### config.mk
export PLATFORM = sky130hd
export DESIGN_NAME = rtc_with_alarm_slots
export DESIGN_NICKNAME = d
export VERILOG_FILES = /design/src/rtcas_pkg.sv /design/src/rtc_with_alarm_slots.sv /design/src/rtcas_timebase.sv /design/src/rtcas_alarm_slots.sv
export SDC_FILE = /design/constraint.sdc
export NUM_CORES = 1
export LEC_CHECK = 0
export BUFFER_PORTS_ARGS = -buffer_cell sky130_fd_sc_hd__buf_2
export CAP_MARGIN = 20
export CORE_MARGIN = 5
export CORE_UTILIZATION = 46
export DETAILED_ROUTE_END_ITERATION = 10
export SLEW_MARGIN = 30
export SYNTH_ARGS = -nofsm -noshare
export SYNTH_HDL_FRONTEND = slang
export SYNTH_SLANG_ARGS = --single-unit
### constraint.sdc
create_clock -name clk_i -period 7.05 [get_ports clk_i]
set_clock_uncertainty 0.1 [all_clocks]
set_input_delay 0.705 -clock clk_i [delete_from_list [all_inputs] [get_ports clk_i]]
set_output_delay 0.705 -clock clk_i [all_outputs]
set_load 0.01 [all_outputs]
### src/rtcas_pkg.sv
package rtcas_pkg;

  localparam int unsigned ACTION_W     = 2;
  localparam int unsigned TICKS_W      = 32;
  localparam int unsigned SECONDS_W    = 32;
  localparam int unsigned PERIOD_W     = 24;
  localparam int unsigned SUBSEC_W     = 15;
  localparam int unsigned TICK_COUNT_W = 64;
  localparam int unsigned CFG_IDX_W    = 2;
  localparam int unsigned CFG_DATA_W   = 32;

  localparam logic [PERIOD_W-1:0]  PERIOD_RESET      = 24'd32768;
  localparam logic [SECONDS_W-1:0] VALID_AFTER_RESET = 32'd1514764800;

  typedef enum logic [ACTION_W-1:0] {
    ACT_TICK = 2'd0,
    ACT_ARM  = 2'd1,
    ACT_SET  = 2'd2
  } action_e;

  typedef enum logic [CFG_IDX_W-1:0] {
    CFG_SECOND_PERIOD = 2'd0,
    CFG_VALID_AFTER   = 2'd1
  } cfg_idx_e;

  // one-hot strobes for the request being retired this cycle
  typedef struct packed {
    logic tick;
    logic arm;
    logic set;
  } cmd_t;

endpackage

### src/rtc_with_alarm_slots.sv
// Tick counter with a one-second heartbeat compare and ALARM_SLOTS alarm slots.
// Each request is a tick, an alarm arm, a seconds load or unused code 3, and
// each returns one result with the time after the request. A new request is
// taken every clock unless a full result register is stalled; the single
// compute pass in front of the result register works on the request held in
// the input register. The rate is set by that one compute pass, which reads and
// updates counter, heartbeat and slot state in the same cycle. Configuration
// (second_period, valid_after) goes through a plain write port; the user must
// write it only while no request is in flight, which the block does not check.
module rtc_with_alarm_slots import rtcas_pkg::*; #(
  parameter int unsigned ALARM_SLOTS  = 3,
  parameter int unsigned COUNTER_BITS = 24,
  localparam int unsigned SLOT_W      = (ALARM_SLOTS > 1) ? $clog2(ALARM_SLOTS) : 1
) (
  input  logic                    clk_i,
  input  logic                    rst_ni,
  // configuration
  input  logic                    cfg_we_i,
  input  logic [CFG_IDX_W-1:0]    cfg_index_i,
  input  logic [CFG_DATA_W-1:0]   cfg_data_i,
  // request channel
  input  logic                    in_valid_i,
  output logic                    in_stall_o,
  input  logic [ACTION_W-1:0]     action_i,
  input  logic [TICKS_W-1:0]      ticks_until_i,
  input  logic [SECONDS_W-1:0]    new_seconds_i,
  // result channel
  output logic                    out_valid_o,
  input  logic                    out_stall_i,
  output logic [TICK_COUNT_W-1:0] tick_count_o,
  output logic [SUBSEC_W-1:0]     subsecond_o,
  output logic [SECONDS_W-1:0]    seconds_o,
  output logic                    time_valid_o,
  output logic                    heartbeat_o,
  output logic [ALARM_SLOTS-1:0]  alarm_fired_o,
  output logic                    alarm_granted_o,
  output logic [SLOT_W-1:0]       alarm_slot_o
);

  // configuration registers
  logic [PERIOD_W-1:0]  period_q;
  logic [SECONDS_W-1:0] valid_after_q;

  always_ff @(posedge clk_i or negedge rst_ni) begin
    if (!rst_ni) begin
      period_q      <= PERIOD_RESET;
      valid_after_q <= VALID_AFTER_RESET;
    end else if (cfg_we_i) begin
      case (cfg_index_i)
        CFG_SECOND_PERIOD: period_q      <= cfg_data_i[PERIOD_W-1:0];
        CFG_VALID_AFTER:   valid_after_q <= cfg_data_i;
        default: ;  // unmapped index, write dropped
      endcase
    end
  end

  // input register; the compute pass retires it whenever the result
  // register is empty or being drained this cycle
  logic                 in_full_q;
  logic [ACTION_W-1:0]  action_q;
  logic [TICKS_W-1:0]   ticks_q;
  logic [SECONDS_W-1:0] nsec_q;
  logic                 out_valid_q;
  logic                 advance, fire, accept;

  assign advance    = !out_valid_q || !out_stall_i;
  assign fire       = in_full_q && advance;
  assign in_stall_o = in_full_q && !advance;
  assign accept     = in_valid_i && !in_stall_o;

  always_ff @(posedge clk_i or negedge rst_ni) begin
    if (!rst_ni) begin
      in_full_q <= 1'b0;
    end else if (accept) begin
      in_full_q <= 1'b1;
    end else if (fire) begin
      in_full_q <= 1'b0;
    end
  end

  always_ff @(posedge clk_i) begin
    if (accept) begin
      action_q <= action_i;
      ticks_q  <= ticks_until_i;
      nsec_q   <= new_seconds_i;
    end
  end

  // decode; action 3 retires with no state change
  cmd_t cmd;

  always_comb begin
    cmd = '0;
    case (action_e'(action_q))
      ACT_TICK: cmd.tick = fire;
      ACT_ARM:  cmd.arm  = fire;
      ACT_SET:  cmd.set  = fire;
      default:  cmd      = '0;
    endcase
  end

  // compute pass
  logic [COUNTER_BITS-1:0] cnt, cnt_inc;
  logic [TICK_COUNT_W-1:0] tick_count_nx;
  logic [SUBSEC_W-1:0]     subsec_nx;
  logic [SECONDS_W-1:0]    seconds_nx;
  logic                    hb_nx;
  logic [ALARM_SLOTS-1:0]  fired_nx;
  logic                    granted_nx;
  logic [SLOT_W-1:0]       slot_nx;

  rtcas_timebase #(
    .COUNTER_BITS (COUNTER_BITS)
  ) u_timebase (
    .clk_i         (clk_i),
    .rst_ni        (rst_ni),
    .cmd_i         (cmd),
    .period_i      (period_q),
    .new_seconds_i (nsec_q),
    .cnt_o         (cnt),
    .cnt_inc_o     (cnt_inc),
    .tick_count_o  (tick_count_nx),
    .subsecond_o   (subsec_nx),
    .seconds_o     (seconds_nx),
    .heartbeat_o   (hb_nx)
  );

  rtcas_alarm_slots #(
    .ALARM_SLOTS  (ALARM_SLOTS),
    .COUNTER_BITS (COUNTER_BITS),
    .SLOT_W       (SLOT_W)
  ) u_alarms (
    .clk_i         (clk_i),
    .rst_ni        (rst_ni),
    .cmd_i         (cmd),
    .cnt_i         (cnt),
    .cnt_inc_i     (cnt_inc),
    .ticks_until_i (ticks_q),
    .fired_o       (fired_nx),
    .granted_o     (granted_nx),
    .slot_o        (slot_nx)
  );

  // result register
  always_ff @(posedge clk_i or negedge rst_ni) begin
    if (!rst_ni) begin
      out_valid_q <= 1'b0;
    end else if (advance) begin
      out_valid_q <= in_full_q;
    end
  end

  always_ff @(posedge clk_i) begin
    if (fire) begin
      tick_count_o    <= tick_count_nx;
      subsecond_o     <= subsec_nx;
      seconds_o       <= seconds_nx;
      time_valid_o    <= (seconds_nx > valid_after_q);
      heartbeat_o     <= hb_nx;
      alarm_fired_o   <= fired_nx;
      alarm_granted_o <= granted_nx;
      alarm_slot_o    <= slot_nx;
    end
  end

  assign out_valid_o = out_valid_q;

endmodule

### src/rtcas_timebase.sv
module rtcas_timebase import rtcas_pkg::*; #(
  parameter int unsigned COUNTER_BITS = 24
) (
  input  logic                    clk_i,
  input  logic                    rst_ni,
  input  cmd_t                    cmd_i,
  input  logic [PERIOD_W-1:0]     period_i,
  input  logic [SECONDS_W-1:0]    new_seconds_i,
  output logic [COUNTER_BITS-1:0] cnt_o,
  output logic [COUNTER_BITS-1:0] cnt_inc_o,
  output logic [TICK_COUNT_W-1:0] tick_count_o,
  output logic [SUBSEC_W-1:0]     subsecond_o,
  output logic [SECONDS_W-1:0]    seconds_o,
  output logic                    heartbeat_o
);

  localparam int unsigned OVF_W = TICK_COUNT_W - COUNTER_BITS;
  localparam logic [31:0] HB_RESET_EXT = 32'(PERIOD_RESET);

  logic [COUNTER_BITS-1:0] cnt_q, cnt_d, cnt_inc;
  logic [OVF_W-1:0]        ovf_q, ovf_d;
  logic [COUNTER_BITS-1:0] hb_cmp_q, hb_cmp_d;
  logic [SECONDS_W-1:0]    secs_q, secs_d;
  logic [31:0]             period_ext, cnt_ext;
  logic                    hb;

  assign period_ext = 32'(period_i);
  assign cnt_inc    = cnt_q + COUNTER_BITS'(1);
  assign hb         = cmd_i.tick && (cnt_inc == hb_cmp_q);

  always_comb begin
    cnt_d    = cnt_q;
    ovf_d    = ovf_q;
    hb_cmp_d = hb_cmp_q;
    secs_d   = secs_q;
    if (cmd_i.tick) begin
      cnt_d = cnt_inc;
      if (cnt_inc == '0) begin
        ovf_d = ovf_q + OVF_W'(1);
      end
    end
    if (hb) begin
      // period zero leaves the compare where it is
      hb_cmp_d = hb_cmp_q + period_ext[COUNTER_BITS-1:0];
      secs_d   = secs_q + SECONDS_W'(1);
    end else if (cmd_i.set) begin
      secs_d = new_seconds_i;
    end
  end

  always_ff @(posedge clk_i or negedge rst_ni) begin
    if (!rst_ni) begin
      cnt_q    <= '0;
      ovf_q    <= '0;
      hb_cmp_q <= HB_RESET_EXT[COUNTER_BITS-1:0];
      secs_q   <= '0;
    end else begin
      cnt_q    <= cnt_d;
      ovf_q    <= ovf_d;
      hb_cmp_q <= hb_cmp_d;
      secs_q   <= secs_d;
    end
  end

  assign cnt_ext      = 32'(cnt_d);
  assign cnt_o        = cnt_q;
  assign cnt_inc_o    = cnt_inc;
  assign tick_count_o = {ovf_d, cnt_d};
  assign subsecond_o  = cnt_ext[SUBSEC_W-1:0];
  assign seconds_o    = secs_d;
  assign heartbeat_o  = hb;

endmodule

### src/rtcas_alarm_slots.sv
module rtcas_alarm_slots import rtcas_pkg::*; #(
  parameter int unsigned ALARM_SLOTS  = 3,
  parameter int unsigned COUNTER_BITS = 24,
  parameter int unsigned SLOT_W       = 2
) (
  input  logic                    clk_i,
  input  logic                    rst_ni,
  input  cmd_t                    cmd_i,
  input  logic [COUNTER_BITS-1:0] cnt_i,
  input  logic [COUNTER_BITS-1:0] cnt_inc_i,
  input  logic [TICKS_W-1:0]      ticks_until_i,
  output logic [ALARM_SLOTS-1:0]  fired_o,
  output logic                    granted_o,
  output logic [SLOT_W-1:0]       slot_o
);

  localparam int unsigned WRAP_W = TICKS_W + 1 - COUNTER_BITS;

  logic [WRAP_W-1:0]       wraps_q [ALARM_SLOTS];
  logic [WRAP_W-1:0]       wraps_d [ALARM_SLOTS];
  logic [COUNTER_BITS-1:0] cmp_q   [ALARM_SLOTS];
  logic [COUNTER_BITS-1:0] cmp_d   [ALARM_SLOTS];
  logic [WRAP_W-1:0]       arm_wraps;
  logic [COUNTER_BITS-1:0] arm_cmp;
  logic [SLOT_W-1:0]       sel;
  logic                    found;

  assign arm_wraps = WRAP_W'(ticks_until_i >> COUNTER_BITS) + WRAP_W'(1);
  assign arm_cmp   = COUNTER_BITS'(cnt_i + ticks_until_i[COUNTER_BITS-1:0]);

  // lowest free slot wins
  always_comb begin
    sel   = '0;
    found = 1'b0;
    for (int i = ALARM_SLOTS - 1; i >= 0; i--) begin
      if (wraps_q[i] == '0) begin
        sel   = SLOT_W'(i);
        found = 1'b1;
      end
    end
  end

  always_comb begin
    fired_o = '0;
    for (int i = 0; i < ALARM_SLOTS; i++) begin
      wraps_d[i] = wraps_q[i];
      cmp_d[i]   = cmp_q[i];
      if (cmd_i.tick && (wraps_q[i] != '0) && (cnt_inc_i == cmp_q[i])) begin
        wraps_d[i] = wraps_q[i] - WRAP_W'(1);
        fired_o[i] = (wraps_q[i] == WRAP_W'(1));
      end
    end
    if (cmd_i.arm && found) begin
      wraps_d[sel] = arm_wraps;
      cmp_d[sel]   = arm_cmp;
    end
  end

  assign granted_o = cmd_i.arm && found;
  assign slot_o    = granted_o ? sel : '0;

  always_ff @(posedge clk_i or negedge rst_ni) begin
    if (!rst_ni) begin
      for (int i = 0; i < ALARM_SLOTS; i++) begin
        wraps_q[i] <= '0;
        cmp_q[i]   <= '0;
      end
    end else begin
      for (int i = 0; i < ALARM_SLOTS; i++) begin
        wraps_q[i] <= wraps_d[i];
        cmp_q[i]   <= cmp_d[i];
      end
    end
  end

endmodule

==> results.txt <==
The H-tree depth is 2. Clock tree synthesis selected as its root buffer the cell sky130_fd_sc_hd__clkbuf_16. Setup repair after global routing left no endpoint under its margin. The most frequently used flop master after synthesis is sky130_fd_sc_hd__dfrtp_1. The average cell area after synthesis came out at 10.9 um2. The total global routing overflow came out at 0.

The slowest stage of the critical path is the sky130_fd_sc_hd__dfrtp_1 cell. The number of pins with negative max-slew slack in the final report came out at 0. Clock-pin slew was measured on the worst setup and hold paths at 0.06 ns. After clock tree synthesis, the flow added hold-fix buffers numbering 1. The clock buffer count from CTS came out at 50. STA classifies the critical path startpoint as a flop. The maximum number of pins on one net before global-route repair came out at slightly above 70.

After detailed routing, the average wire length per cell comes to between 20 and 25 um. The launching instance or port of the critical path is u_timebase.cnt_o[0]. The headroom to the max-slew limit is 37.9%. The total placed instance area came out at 25200 um2. The worst path needs 6.17 ns of the cycle, external delays included. In the post-synthesis netlist, the biggest area contributors are sky130_fd_sc_hd__dfrtp_1 28%, sky130_fd_sc_hd__edfxtp_1 22%, sky130_fd_sc_hd__ha_1 4.7%, sky130_fd_sc_hd__xnor2_1 4.4%, sky130_fd_sc_hd__xor2_1 3.5%. At the end of the flow, the number of nets in the layout was 2572. The number of vias per cell is 5.62.

The type of the worst setup path is reg -> reg. The library cell with the highest instance count after synthesis is sky130_fd_sc_hd__dfrtp_1. The die is 236 um wide. The quantity of I/O buffers inserted on ports came out at 225. The overall fraction of global-route tracks in use is 23.2%.

The critical path capture point is time_valid_o. The buffer depth of the longest clock path came out at 3. The maximum fanout along the worst path is 14.

The slew at the pin with the worst max-slew slack is 0.923 ns. The run finished with clean final reports. The number of distinct library cells after synthesis came out at 90. The final design instance area without fill is 26900 um2. 0 antenna diodes ended up in the layout. The fmax is 162 MHz. Setup violations remaining at the end of the flow were counted as 0. The register area share after synthesis is approximately 51%. The data arrival time of the critical path is roughly 6.4 ns. The clock tree from TritonCTS is done. Across all register-to-register paths, the minimum setup slack is roughly 0.88 ns. From bottom edge to top edge, the die measures 236 um. The switching power is 0.00261 W. The Yosys warning count came out at 0. The layout-stage area growth over the synthesis result came out at 14.3%.

The area fraction of the dominant cell type after synthesis came out at 27.9%. The fraction of synthesis flops using an asynchronous set or reset pin came out at 62.0%. The area of the placeable core came out at approximately 50000 um2. Per report_power, the sequential group accounts for 43.3% of the total.

The number of enable flip-flop cells after synthesis is 170. The first-pass iteration count of the detailed router came out at 5. In this run, placement finished with an instance count of around 3000. The half-perimeter wire length of the detailed placement result came out at 49300 um. Post-CTS repair changed the size of 0 cells.

The DRC violation count after routing came out at 0. The detailed-route via count came out at ~17000. The combinational cell fraction of total power came out at 25.0%. After synthesis the netlist holds a flip-flop and latch count of ~450.

Summed over all failing endpoints, the final setup total negative slack is 0 ns. Measured on the finished design, the core utilization comes to 52.8%. The number of antenna violations at the first check in global routing came to 0. The number of clock sinks came out at roughly 450. The starting utilization of the core area came out at around 46%. In this run the critical register-to-register path is launched from u_timebase.cnt_o[0].

STA classifies the critical path endpoint as a flop. The worst supply voltage drop on vdd came out at 0.000198 V. The longest individual stage delay on the worst path came out at between 0.6 and 0.7 ns. Sorting the synthesized cells by how often they occur yields 263 x sky130_fd_sc_hd__dfrtp_1, 217 x sky130_fd_sc_hd__nand2_1, 170 x sky130_fd_sc_hd__edfxtp_1.

The final cell count without fillers came out at 3098. The max-capacitance violation count is 0. The global-route wire length before repair came out at 103000 um. The number of setup buffers added after CTS is 0. The die footprint came out at 55900 um2.

Of all cell types, the one taking the most synthesized area is sky130_fd_sc_hd__dfrtp_1. The tightest min-delay check is of the in -> reg type. The final cycle utilization of the critical path is 87.5%. The total leakage power came out at around 12 nW. The weighted congestion reported at the end of routability-driven placement is about 0.94. The clock network fraction of design power is a little under a third. The violation count after the first detailed-route iteration is 1204. The data required time at the worst endpoint is 7.30 ns. The later pin in the worst-skew pair is clocked with a latency of 0.61 ns. The ratio of cells with drive above 1 in the final layout is 18.2%.

The number of placement rows is 83. The mapped netlist covers 23600 um2. The wire length reported by the detailed router is 65900 um.

The via count of the first global-routing pass came to 17500. The synthesized net count is roughly 2400. The power per cell area came out at 301 nW/um2.

The worst register-to-register path ends at time_valid_o. The count of fill cells added during filler insertion is about 4500. The number of I/O pins is 226.

The internal portion of the total power is about 0.0055 W. Synthesis produced a netlist whose cell count is 2172. Net switching is 32.1% of the power. The signal on the critical path passes through ha_1 -> and3_1 -> a31oi_1 -> a221o_1 -> a211o_1 -> or4b_1 -> nor4_4 -> or2_1 -> buf_4 -> a21oi_1 -> a211oi_1 -> ha_1 -> o21ai_0 -> nand2b_1 -> a21oi_1 -> o21ai_0 -> o2111ai_1 -> nand3_1. The number of nets still failing antenna checks after routing came out at 0. For the worst flop-to-flop path, the logic depth is 18. The final hold violation count is 0.
==> logic make-up after synthesis <==
group | Yosys count | synth area share [%]
adder cells (fa/ha/maj) | 92 | 4.94
buffers and inverters | 184 | 3.53
flip-flops | 447 | 51.1
multiplexers | 80 | 3.72
AND/OR/NAND/NOR | 733 | 16.2
AO/OA/AOI/OAI | 402 | 10.6
XOR/XNOR | 234 | 9.82
==> how the worst min path moves through the flow <==
stage / from / end / slack [ns] / cells past startpoint
2_1_floorplan: rst_ni / in_full_q / 0.31 / 0
3_3_place_gp: u_timebase.ovf_q[39] / u_timebase.ovf_q[39] / 0.35 / 1
3_5_place_dp: u_timebase.ovf_q[39] / u_timebase.ovf_q[39] / 0.35 / 1
4_1_cts: new_seconds_i[19] / nsec_q[19] / 0.13 / 1
5_1_grt: ticks_until_i[16] / ticks_q[16] / 0.13 / 1
6_report: new_seconds_i[2] / nsec_q[2] / 0.17 / 1
==> power by group through the flow <==
stage | Clock (W) | Combinational, W | Sequential, W
5_1_grt | 0.00275 | 0.00227 | 0.00356
3_3_place_gp | 0 | 0.00197 | 0.00355
3_5_place_dp | 0 | 0.00201 | 0.00355
2_1_floorplan | 0 | 0.00147 | 0.00344
4_1_cts | 0.00264 | 0.00202 | 0.00351
6_report | 0.00258 | 0.00203 | 0.00351
==> routing by layer <==
metal	global-route usage, %	vias up	routed length, um
met1	32.3	8558	29700
met2	37.8	480	30900
met4	6.77	0	2040
met5	0	-	0
li1	-	8257	-
met3	3.60	111	3240
==> final cells by class <==
cell class | instances | area [um2] | share of cell area [%]
Clock buffer | 67 | 1390 | 5.15
Timing Repair Buffer | 252 | 1370 | 5.07
Tap cell | 680 | 851 | 3.16
Sequential cell | 447 | 12100 | 44.8
Inverter | 84 | 318 | 1.18
Clock inverter | 27 | 250 | 0.929
Multi-Input combinational cell | 1541 | 10700 | 39.8
==> critical path, delay by kind of cell, from the launching register on <==
family                   cells  cell delay (ns)
flip-flops                   1             0.66
adder cells (fa/ha/maj)      2             0.77
buffers and inverters        1             0.25
AO/OA/AOI/OAI                9             2.08
AND/OR/NAND/NOR              6             2.06
==> through the flow <==
stage          hold slack [ns]  power, W  worst slack, ns
6_report                 0.168   0.00811            0.879
5_1_grt                  0.133   0.00858            0.497
4_1_cts                  0.130   0.00817            0.902
3_5_place_dp             0.351   0.00556            0.933
3_3_place_gp             0.353   0.00552             1.00
2_1_floorplan            0.309   0.00491             1.32
==> flip-flops by register name, indices dropped and copies added (netlist names), 32 cells and up <==
name               count
u_timebase.secs_q     32
u_alarms.cmp_q        72
tick_count_o          64
ticks_q               32
nsec_q                32
seconds_o             32
u_timebase.ovf_q      40
valid_after_q         32
==> cells in the final DEF (no fill, tap or decap), types with 51 or more instances in the layout <==
master                      netlist  final
sky130_fd_sc_hd__dfrtp_1        263    263
sky130_fd_sc_hd__nand3_1         82     82
sky130_fd_sc_hd__buf_2           19    224
sky130_fd_sc_hd__nor2_1         121    121
sky130_fd_sc_hd__mux2_2          59     59
sky130_fd_sc_hd__xor2_1          94     94
sky130_fd_sc_hd__clkbuf_16        0     51
sky130_fd_sc_hd__o21ai_0        117    117
sky130_fd_sc_hd__nand4_1         57     57
sky130_fd_sc_hd__inv_1           83     82
sky130_fd_sc_hd__xnor2_1        119    119
sky130_fd_sc_hd__a21oi_1         83     83
sky130_fd_sc_hd__ha_1            89     89
sky130_fd_sc_hd__edfxtp_1       170    170
sky130_fd_sc_hd__nand2_1        217    215
Note: power is estimated with default switching activity, not from simulation.
